--- config.mk ---
export PLATFORM = sky130hd
export DESIGN_NAME = masked_byte_pattern_scanner
export DESIGN_NICKNAME = d
export VERILOG_FILES = /design/src/rtl/mbps_pkg.sv /design/src/rtl/mbps_cfg.sv /design/src/rtl/mbps_front.sv /design/src/rtl/mbps_match.sv /design/src/rtl/masked_byte_pattern_scanner.sv
export SDC_FILE = /design/constraint.sdc
export NUM_CORES = 2
export LEC_CHECK = 0
export BUFFER_PORTS_ARGS = -buffer_cell sky130_fd_sc_hd__buf_2
export CAP_MARGIN = 20
export CORE_ASPECT_RATIO = 0.75
export CORE_UTILIZATION = 25
export CTS_BUF_LIST = sky130_fd_sc_hd__clkbuf_4
export CTS_CLUSTER_SIZE = 14
export DETAILED_ROUTE_END_ITERATION = 12
export HOLD_SLACK_MARGIN = 0.03
export PLACE_DENSITY = 0.48
export SYNTH_ARGS = -nofsm -noshare
export SYNTH_HDL_FRONTEND = slang
export SYNTH_SLANG_ARGS = --single-unit
export TNS_END_PERCENT = 10
--- constraint.sdc ---
create_clock -name clk -period 19.1 [get_ports clk]
set_clock_uncertainty 0.1 [all_clocks]
set_input_delay 0.955 -clock clk [delete_from_list [all_inputs] [get_ports clk]]
set_output_delay 0.955 -clock clk [all_outputs]
set_load 0.005 [all_outputs]
--- src/rtl/mbps_pkg.sv ---
`default_nettype none
package mbps_pkg;

  localparam int unsigned PATTERN_MAX_DEF = 16;
  localparam int unsigned CFG_BYTES       = 16;
  localparam int unsigned ADDR_W          = 48;
  localparam int unsigned CNT_W           = 16;
  localparam int unsigned LEN_W           = 5;
  localparam int unsigned CFG_DATA_W      = 64;
  localparam int unsigned CFG_IDX_W       = 3;

  localparam logic [CFG_IDX_W-1:0] REG_PAT_LO = 3'd0;
  localparam logic [CFG_IDX_W-1:0] REG_PAT_HI = 3'd1;
  localparam logic [CFG_IDX_W-1:0] REG_CARE   = 3'd2;
  localparam logic [CFG_IDX_W-1:0] REG_LEN    = 3'd3;
  localparam logic [CFG_IDX_W-1:0] REG_MAX    = 3'd4;
  localparam logic [CFG_IDX_W-1:0] REG_BASE   = 3'd5;

  localparam logic [ADDR_W-1:0] SEEN_MAX = '1;

  typedef struct packed {
    logic [8*CFG_BYTES-1:0] pattern;
    logic [CFG_BYTES-1:0]   care;
    logic [LEN_W-1:0]       len;
    logic [CNT_W-1:0]       max_matches;
    logic [ADDR_W-1:0]      addr_base;
  } cfg_t;

  typedef struct packed {
    logic              vld;
    logic              last;
    logic [ADDR_W-1:0] seen;
  } item_t;

endpackage
`default_nettype wire

--- src/rtl/mbps_cfg.sv ---
`default_nettype none
module mbps_cfg
  import mbps_pkg::*;
(
  input  wire logic                  clk,
  input  wire logic                  rst_n,
  input  wire logic                  cfg_we,
  input  wire logic [CFG_IDX_W-1:0]  cfg_index,
  input  wire logic [CFG_DATA_W-1:0] cfg_wdata,
  output cfg_t                       cfg
);

  logic [CFG_DATA_W-1:0] pat_lo_r;
  logic [CFG_DATA_W-1:0] pat_hi_r;
  logic [CFG_BYTES-1:0]  care_r;
  logic [LEN_W-1:0]      len_r;
  logic [CNT_W-1:0]      max_r;
  logic [ADDR_W-1:0]     base_r;
  logic [ADDR_W-1:0]     addr_base_r;

  // The start address of a match is addr_base_r plus the byte count, so the
  // subtraction of the length is kept off the data path.
  always_ff @(posedge clk) begin
    if (!rst_n) begin
      pat_lo_r    <= '0;
      pat_hi_r    <= '0;
      care_r      <= '0;
      len_r       <= LEN_W'(1);
      max_r       <= CNT_W'(1);
      base_r      <= '0;
      addr_base_r <= '1;
    end else begin
      if (cfg_we) begin
        case (cfg_index)
          REG_PAT_LO: pat_lo_r <= cfg_wdata;
          REG_PAT_HI: pat_hi_r <= cfg_wdata;
          REG_CARE:   care_r   <= cfg_wdata[CFG_BYTES-1:0];
          REG_LEN:    len_r    <= cfg_wdata[LEN_W-1:0];
          REG_MAX:    max_r    <= cfg_wdata[CNT_W-1:0];
          REG_BASE:   base_r   <= cfg_wdata[ADDR_W-1:0];
          default: begin
          end
        endcase
      end
      addr_base_r <= base_r - ADDR_W'(len_r);
    end
  end

  assign cfg.pattern     = {pat_hi_r, pat_lo_r};
  assign cfg.care        = care_r;
  assign cfg.len         = len_r;
  assign cfg.max_matches = max_r;
  assign cfg.addr_base   = addr_base_r;

endmodule
`default_nettype wire

--- src/rtl/mbps_front.sv ---
`default_nettype none
module mbps_front
  import mbps_pkg::*;
#(
  parameter int unsigned WIN_DEPTH = CFG_BYTES
) (
  input  wire logic                      clk,
  input  wire logic                      rst_n,
  input  wire logic                      acc,
  input  wire logic [7:0]                in_data_byte,
  input  wire logic                      in_region_end,
  input  wire logic                      fire,
  output item_t                          item,
  output logic [WIN_DEPTH-1:0][7:0]      window
);

  logic [WIN_DEPTH-1:0][7:0] window_r;
  logic [ADDR_W-1:0]         cnt_r;
  logic [ADDR_W-1:0]         cnt_nxt;
  logic                      vld_r;
  logic                      last_r;
  logic [ADDR_W-1:0]         seen_r;

  assign cnt_nxt = (cnt_r == SEEN_MAX) ? cnt_r : cnt_r + ADDR_W'(1);

  for (genvar g = 0; g < WIN_DEPTH; g++) begin : g_win
    if (g == 0) begin : g_head
      always_ff @(posedge clk) begin
        if (acc) begin
          window_r[g] <= in_data_byte;
        end
      end
    end else begin : g_tail
      always_ff @(posedge clk) begin
        if (acc) begin
          window_r[g] <= window_r[g-1];
        end
      end
    end
  end

  always_ff @(posedge clk) begin
    if (!rst_n) begin
      vld_r <= 1'b0;
      cnt_r <= '0;
    end else if (acc) begin
      vld_r <= 1'b1;
      cnt_r <= in_region_end ? '0 : cnt_nxt;
    end else if (fire) begin
      vld_r <= 1'b0;
    end
  end

  always_ff @(posedge clk) begin
    if (acc) begin
      last_r <= in_region_end;
      seen_r <= cnt_nxt;
    end
  end

  assign item.vld  = vld_r;
  assign item.last = last_r;
  assign item.seen = seen_r;
  assign window    = window_r;

endmodule
`default_nettype wire

--- src/rtl/mbps_match.sv ---
`default_nettype none
module mbps_match
  import mbps_pkg::*;
#(
  parameter int unsigned WIN_DEPTH = CFG_BYTES
) (
  input  wire logic                      clk,
  input  wire logic                      rst_n,
  input  item_t                          item,
  input  wire logic [WIN_DEPTH-1:0][7:0] window,
  input  cfg_t                           cfg,
  input  wire logic                      out_ready,
  output logic                           fire,
  output logic                           out_valid,
  output logic [ADDR_W-1:0]              out_match_address,
  output logic [CNT_W-1:0]               out_match_ordinal,
  output logic                           out_limit_reached
);

  localparam int unsigned IDXW = (WIN_DEPTH > 1) ? $clog2(WIN_DEPTH) : 1;

  logic              eq_ok;
  logic              len_ok;
  logic              seen_ok;
  logic              room;
  logic              hit;
  logic [6:0]        pos;
  logic [CNT_W-1:0]  found_r;
  logic              out_valid_r;
  logic [ADDR_W-1:0] addr_r;
  logic [CNT_W-1:0]  ord_r;
  logic              lim_r;

  // Pattern byte i lines up with the window entry that arrived len-1-i bytes
  // before the newest one.
  always_comb begin
    eq_ok = 1'b1;
    pos   = '0;
    for (int i = 0; i < WIN_DEPTH; i++) begin
      pos = {2'b00, cfg.len} - 7'(i) - 7'd1;
      if ((7'(i) < {2'b00, cfg.len}) && cfg.care[i] &&
          (window[pos[IDXW-1:0]] != cfg.pattern[8*i +: 8])) begin
        eq_ok = 1'b0;
      end
    end
  end

  assign len_ok  = (cfg.len != '0) && ({1'b0, cfg.len} <= 6'(WIN_DEPTH));
  assign seen_ok = item.seen >= ADDR_W'(cfg.len);
  assign room    = found_r < cfg.max_matches;
  assign hit     = item.vld && len_ok && seen_ok && room && eq_ok;
  assign fire    = item.vld && (!hit || !out_valid_r || out_ready);

  always_ff @(posedge clk) begin
    if (!rst_n) begin
      found_r     <= '0;
      out_valid_r <= 1'b0;
    end else begin
      if (fire) begin
        if (item.last) begin
          found_r <= '0;
        end else if (hit) begin
          found_r <= found_r + CNT_W'(1);
        end
      end
      if (hit && fire) begin
        out_valid_r <= 1'b1;
      end else if (out_ready) begin
        out_valid_r <= 1'b0;
      end
    end
  end

  always_ff @(posedge clk) begin
    if (hit && fire) begin
      addr_r <= cfg.addr_base + item.seen;
      ord_r  <= found_r;
      lim_r  <= (found_r + CNT_W'(1)) == cfg.max_matches;
    end
  end

  assign out_valid         = out_valid_r;
  assign out_match_address = addr_r;
  assign out_match_ordinal = ord_r;
  assign out_limit_reached = lim_r;

endmodule
`default_nettype wire

--- src/rtl/masked_byte_pattern_scanner.sv ---
// Channel   Handshake              Word
// in        in_valid / in_ready    in_data_byte, in_region_end
// out       out_valid / out_ready  out_match_address, out_match_ordinal, out_limit_reached
// cfg       cfg_we                 cfg_index, cfg_wdata
//
// One byte is accepted per cycle while in_ready is high; out_valid for a match
// rises once its last byte has passed the front item register and the output register.
// The window compare and the output register set the one-cycle rate.
// Reset is synchronous and clears the control registers and counters; the
// byte window is left as it is, since stale bytes are never compared.
// A stalled result blocks new bytes only when the next byte also matches.
`default_nettype none
module masked_byte_pattern_scanner
  import mbps_pkg::*;
#(
  parameter int unsigned PATTERN_MAX = PATTERN_MAX_DEF
) (
  input  wire logic                  clk,
  input  wire logic                  rst_n,
  input  wire logic                  in_valid,
  output logic                       in_ready,
  input  wire logic [7:0]            in_data_byte,
  input  wire logic                  in_region_end,
  output logic                       out_valid,
  input  wire logic                  out_ready,
  output logic [ADDR_W-1:0]          out_match_address,
  output logic [CNT_W-1:0]           out_match_ordinal,
  output logic                       out_limit_reached,
  input  wire logic                  cfg_we,
  input  wire logic [CFG_IDX_W-1:0]  cfg_index,
  input  wire logic [CFG_DATA_W-1:0] cfg_wdata
);

  localparam int unsigned WIN_DEPTH = (PATTERN_MAX < CFG_BYTES) ? PATTERN_MAX : CFG_BYTES;

  cfg_t                      cfg;
  item_t                     item;
  logic [WIN_DEPTH-1:0][7:0] window;
  logic                      fire;
  logic                      acc;

  assign in_ready = !item.vld || fire;
  assign acc      = in_valid && in_ready;

  mbps_cfg u_cfg (
    .clk       (clk),
    .rst_n     (rst_n),
    .cfg_we    (cfg_we),
    .cfg_index (cfg_index),
    .cfg_wdata (cfg_wdata),
    .cfg       (cfg)
  );

  mbps_front #(
    .WIN_DEPTH (WIN_DEPTH)
  ) u_front (
    .clk           (clk),
    .rst_n         (rst_n),
    .acc           (acc),
    .in_data_byte  (in_data_byte),
    .in_region_end (in_region_end),
    .fire          (fire),
    .item          (item),
    .window        (window)
  );

  mbps_match #(
    .WIN_DEPTH (WIN_DEPTH)
  ) u_match (
    .clk               (clk),
    .rst_n             (rst_n),
    .item              (item),
    .window            (window),
    .cfg               (cfg),
    .out_ready         (out_ready),
    .fire              (fire),
    .out_valid         (out_valid),
    .out_match_address (out_match_address),
    .out_match_ordinal (out_match_ordinal),
    .out_limit_reached (out_limit_reached)
  );

endmodule
`default_nettype wire

# Word-level counts from Yosys, hierarchy flattened
# Cells that the tools add are included.
# classes
muxes,56
addsub,34
n_reduce_logical,58
order_cmp,35
n_eq_ne,23
# op_table
op,count
8-bit binary-select mux with 4-bit select,16
8-bit 2-to-1 mux,16
8-bit inequality test,16
48-bit 2-to-1 mux,2
4-bit by 5-bit less-than comparator with 1-bit output (second input constant),16
4-bit by 1-bit subtractor with 4-bit output (second input constant),16
48-bit by 1-bit adder with 48-bit output (second input constant),1
48-bit adder,1
48-bit == test (second input constant),1
48-bit by 5-bit >= comparator with 1-bit output,1
48-bit by 5-bit subtractor with 48-bit output,1
1-bit logical AND,40
4-bit by 5-bit less-than comparator with 1-bit output (first input constant),8
16-bit 2-to-1 mux,2
4-bit subtractor (second input constant),8
3-bit by 5-bit less-than comparator with 1-bit output (first input constant),4
1-bit 2-to-1 mux,20
16-bit by 1-bit adder with 16-bit output (second input constant),1
16-bit == test,1
16-bit less-than comparator,1
4-bit by 3-bit subtractor with 4-bit output (second input constant),4
2-bit AND reduction,7
1-bit by 5-bit less-than comparator with 1-bit output (first input constant),2
2-bit by 5-bit less-than comparator with 1-bit output (first input constant),2
other kinds (10),19
# totals
word_cells,238
inputBits,81
regBits,569
output_inout_bits,67

# Depth between registers and ports, before layout
# depth
word_depth,29
depth_mapped,24
ltp_nobuf,15

# By module
# A second synthesis with hierarchy kept.
# hier_totals
hier_cells,3202
hier_area_um2,34578.2
# modules_own_cells
mod,area_per_inst_um2,cells_per_inst,instances,seq_area_each_um2
mbps_match,15685.0,1375,1,2292.2
mbps_cfg,10040.9,1184,1,5225.0
mbps_front,8829.7,641,1,6296.0
masked_byte_pattern_scanner,22.5,2,1,0.0

# Worst setup path before layout
# Ideal clock, no wire load.
# synth_timing
path_kind,register to register
start,register u_cfg.len_r[1]
end,"register u_match.lim_r, in the netlist u_match.out_limit_reached, enable pin"
path_buffers,7
slack_ps,7650
required_time_ps,18348
path_stages_with_launch,20
setup_time_ps,652
synth_period_minus_slack_ps,11450
arrival_time_ps,10699
path_cell_list,dfxtp_1 > buf_2 > buf_2 > buf_2 > buf_2 > inv_1 > ha_1 > clkbuf_1 > buf_2 > buf_2 > mux4_2 > mux2i_1 > mux2i_1 > xnor2_1 > nand4_1 > o211ai_1 > nand4_1 > nor3b_2 > nand2_2 > nor4_1
# synth_via
elab_chain_cells,27
elab_cells_between_ends,155
cone_classes,30 x add/sub; 18 x order compare; 16 x eq/ne; 48 x mux; 43 x reduce/logical
# synth_rtl
element,line_no,rtl
"start, declared",mbps_cfg.sv:16,logic [LEN_W-1:0] len_r;
"start signal, assigned",mbps_cfg.sv:38,REG_LEN: len_r <= cfg_wdata[LEN_W-1:0];
4-bit by 1-bit subtractor with 4-bit output,mbps_match.sv:40,"pos = {2'b00, cfg.len} - 7'(i) - 7'd1;"
4-bit by 1-bit subtractor with 4-bit output / 8-bit binary-select mux with 4-bit select (equally long branches),"mbps_match.sv:40, mbps_match.sv:42",
8-bit binary-select mux with 4-bit select / 8-bit 2-to-1 mux (equally long branches),mbps_match.sv:42,(window[pos[IDXW-1:0]] != cfg.pattern[8*i +: 8])) begin
8-bit 2-to-1 mux (not written as such) / 8-bit inequality test (equally long branches),mbps_match.sv:42,
8-bit inequality test / 1-bit logical AND (equally long branches),"mbps_match.sv:42, mbps_match.sv:41",
1-bit logical AND / 1-bit 2-to-1 mux (equally long branches),mbps_match.sv:41,"if ((7'(i) < {2'b00, cfg.len}) && cfg.care[i] &&"
1-bit 2-to-1 mux (15 in a row),mbps_match.sv:41,
1-bit logical AND (*),mbps_match.sv:51,assign hit = item.vld && len_ok && seen_ok && room && eq_ok;
1-bit zero test,mbps_match.sv:52,assign fire = item.vld && (!hit || !out_valid_r || out_ready);
1-bit logical OR (2 in a row),mbps_match.sv:52,
1-bit logical AND,mbps_match.sv:52,
1-bit logical AND (*),mbps_match.sv:75,if (hit && fire) begin
"end signal, assigned",mbps_match.sv:78,lim_r <= (found_r + CNT_W'(1)) == cfg.max_matches;
"end, declared",mbps_match.sv:32,logic lim_r;
# Mark *: on every way between the ends. The rest lies on a longest branch, timed or not. The select of a mux whose other input is x is not followed.
# A chain may end at the register's enable or synchronous reset.

# Worst setup path after layout
# layout_timing
start,register u_cfg.len_r[0]
end,output in_ready
# layout_via
elab_chain_cells,27
elab_cells_between_ends,155
cone_classes,30 x add/sub; 18 x order compare; 16 x eq/ne; 48 x mux; 43 x reduce/logical
# layout_rtl
element,line_no,rtl
4-bit by 1-bit subtractor with 4-bit output,mbps_match.sv:40,
4-bit by 1-bit subtractor with 4-bit output / 8-bit binary-select mux with 4-bit select (equally long branches),"mbps_match.sv:40, mbps_match.sv:42",
8-bit binary-select mux with 4-bit select / 8-bit 2-to-1 mux (equally long branches),mbps_match.sv:42,
8-bit 2-to-1 mux (not written as such) / 8-bit inequality test (equally long branches),mbps_match.sv:42,
8-bit inequality test / 1-bit logical AND (equally long branches),"mbps_match.sv:42, mbps_match.sv:41",
1-bit logical AND / 1-bit 2-to-1 mux (equally long branches),mbps_match.sv:41,
1-bit 2-to-1 mux (15 in a row),mbps_match.sv:41,
1-bit logical AND (*),mbps_match.sv:51,
1-bit zero test (*),mbps_match.sv:52,
1-bit logical OR (*) (2 in a row),mbps_match.sv:52,
1-bit logical AND (*),mbps_match.sv:52,
1-bit logical OR (*),masked_byte_pattern_scanner.sv:42,assign in_ready = !item.vld || fire;
"end, declared",masked_byte_pattern_scanner.sv:21,"output logic in_ready,"
# Marks and branches as above.

==> flow_summary.ini <==
[timing]
grt_setup_unrepaired = no
slew_viol_final = 0
period_needed_ns = 8.94
hold_ws_ns = 0.169
fmax_mhz = 112
tns_ns = 0
fin_crit_sh_pct = 46.8
hold_violations = 0
slew_headroom_pct = 24.7
finalSetupViolations = 0
worst_pin_slew_ns = 1.13

[yosys]
synth_area_sq_mm = 0.0332
synth_edf_count = 242
ys.flop_type = dfxtp_1
ys_warn_count = 0
synth_fp_nets = 3198
synth_area_leader_cell = edfxtp_1
syn_avg_cell_area_sq_um = 11.0
ys_seq_elements = 569
synth_top_cell_area_share_pct = 21.9
async_flop_share_pct = 0
ys_seq_area_share_pct = 41.6
postSynthCellCount = 3031
ys_types = 75
synth_area_leaders = edfxtp_1, dfxtp_1, mux4_2

[final_layout]
nNetsFinal = 3449
final_layout_size_suffix_gt1_share_pct = 21.1
fin_util_pct = 29.3
area_growth_pct = 16.1
fillCellCount = 13600
fin_cells = 5165

[die]
dieHeight_um = 318
dieArea_sq_mm = 0.134
boundaryPins = 148
num_rows = 115
die_w_um = 423
core-area_sq_mm = 0.131
initial_core_util_pct = 25.3

[drt]
routed_wl_um = 112000
drt_iter0_drc = 2411
first_pass_iters = 5
drc_errors = 0
wl_per_cell_um = 21.8
routed_via_density = 4.97
vias = 25700
antenna_left = 0

[clock_tree]
path_clk_slew_ns = 0.07
cts_setup_buffers = 0
cts_max_level = 4
cts.sinks = 569
cts_root_buffer = clkbuf_4
clk_latency_ns = 1.16
tritoncts = yes
clk_path_buf_depth = 3
cts_buffers = 154

[setup_path]
path_cells = clkinv_1 > ha_4 > buf_4 > nand3_1 > xor2_2 > mux4_2 > xnor2_1 > nand4_1 > o311ai_1 > nor3b_2 > nand2_2 > nor3_1 > inv_1 > buf_2
criticalPathCategory = register to primary output
cp_top_family = buffers and inverters
arrival_ns = 7.89
cp.buffers_inverters = 4
crit_fanout = 73
cp_slowest_cell = buf_4
crit_path_end_kind = primary output
required_ns = 18.05
startpoint_type = register
critical-path-max-stage-delay_ns = 0.84

[global_route]
antenna_found_initial = 9
grt_pass1_wl_um = 165000
grt_pass1_vias = 24400
grt_usage_pct = 16.5
overflow = 0
grt_max_degree = 117

[place]
io_buffer_count = 147
place_hpwl_um = 82900
globalplace.congestion = 0.921
dp.cells = 4807

[power_and_ir_drop]
vdd_drop_max_v = 0.0000586
p_sw_share_pct = 29.4
p_comb_share_pct = 17.6
clockPowerShare_pct = 37.2
cellLeakagePower_nw = 13.8
switching_power_w = 0.000901
powerDensity_mw_per_mm2 = 79.6
seq_power_share_pct = 45.2
power.internal_w = 0.00217

[hold_path]
min_path_type = input port to register

[outcome]
status = finished clean

[run]
maxCapViolations = 0
[registers in the layout, summed over array words and instances (netlist names), 5 cells and up]
name / flops
u_front.seen_r: 48
u_cfg.len_r: 5
u_cfg.max_r: 16
u_cfg.care_r: 16
u_cfg.pat_lo_r: 64
u_front.cnt_r: 48
u_cfg.base_r: 48
u_match.out_match_address: 48
u_match.found_r: 16
u_front.window: 128
u_cfg.addr_base_r: 48
u_cfg.pat_hi_r: 64
u_match.out_match_ordinal: 16
[tightest hold or removal path: stages]
cell and delay, ns:
buf_2 0.20, nand2_1 0.09, a21boi_0 0.07
[layout by cell type, fill, tap and decap left out, drive strengths merged, types with 27 or more instances in the layout]
cell type | synthesis | layout
a21oi | 62 | 62
and3 | 33 | 33
edfxtp | 242 | 242
mux4 | 236 | 236
xnor2 | 224 | 224
xor2 | 59 | 59
buf | 59 | 178
nor2 | 80 | 80
o21ai | 93 | 93
inv | 54 | 59
a21o | 29 | 29
nand2 | 556 | 556
nand4 | 55 | 55
nand2b | 27 | 27
ha | 84 | 84
clkbuf | 98 | 233
clkinv | 1 | 31
nand3 | 89 | 89
dfxtp | 327 | 327
mux2i | 141 | 141
nor3 | 33 | 33
a21boi | 211 | 211
dlygate4sd3 | 0 | 73
[final cells by class]
type | count | area, sq um | share of cell area [%]
repair buffers | 252 | 1710 | 4.44
diodes | 12 | 30.0 | 0.0779
well taps | 1755 | 2200 | 5.70
inverters | 55 | 214 | 0.555
clock inverters | 40 | 258 | 0.669
clock buffers | 232 | 1740 | 4.52
multi-input cells | 2250 | 18600 | 48.2
flip-flops and latches | 569 | 13800 | 35.9
[routing by layer]
metal | wire, um | global-route usage (%)
met2 | 45300 | 22.6
met3 | 10900 | 5.55
met5 | 7 | 0
met1 | 53700 | 24.1
met4 | 2610 | 5.25
[synth_stat cells, types with 16 or more instances]
cell type and instances:
a211o_1 16, a21boi_0 210, a21o_1 29, a21oi_1 62, and3_1 33, buf_2 37
clkbuf_1 97, dfxtp_1 327, edfxtp_1 242, ha_1 84, inv_1 51, mux2i_1 141
mux4_2 236, nand2_1 555, nand2b_1 27, nand3_1 89, nand4_1 55, nor2_1 80
nor2b_1 23, nor3_1 31, nor4_1 25, o211ai_1 24, o21ai_0 55, o21ai_1 38
xnor2_1 216, xor2_1 58
[per-stage QoR]
| step | setup slack [ns] | instance area (sq um) | power, W |
|---|---|---|---|
| 2_1_floorplan | 7.65 | 33200 | 0.00176 |
| 3_3_place_gp | 11.44 | 35800 | 0.00194 |
| 3_5_place_dp | 11.28 | 35800 | 0.00194 |
| 4_1_cts | 10.01 | 38500 | 0.00311 |
| 5_1_grt | 9.60 | 38500 | 0.00323 |
| 6_report | 10.16 | 38500 | 0.00307 |
[power by group through the flow]
stage	combinational, W	clock (W)	sequential (W)
3_3_place_gp	0.000524	0	0.00141
3_5_place_dp	0.000526	0	0.00141
6_report	0.000540	0.00114	0.00139
4_1_cts	0.000542	0.00119	0.00138
5_1_grt	0.000588	0.00125	0.00139
2_1_floorplan	0.000379	0	0.00138
[path summary, 6_finish.rpt]
check              startpoint                  to  slack, ns  depth (start not counted)
max            u_cfg.len_r[0]            in_ready      10.16                         14
min              cfg_wdata[1]     u_cfg.base_r[1]       0.17                          3
max reg2reg    u_cfg.len_r[0]  u_front.window[54]      11.25                         14
min reg2reg  u_cfg.care_r[15]    u_cfg.care_r[15]       0.37                          2
[repair_timing]
item                                   in CTS  in global routing
resized for setup                           0                  0
endpoints found under the hold margin     193                  0
hold buffers                               73                  0
[cells by family after synthesis]
kind of cell	Yosys count	synth area share, %
fa+ha+maj	86	3.29
mux	384	20.5
xor+xnor	283	7.70
compound gates	510	10.6
buf+inv	212	2.71
simple gates	987	13.6
flops	569	41.6
Note: power is estimated with default switching activity, not from simulation.
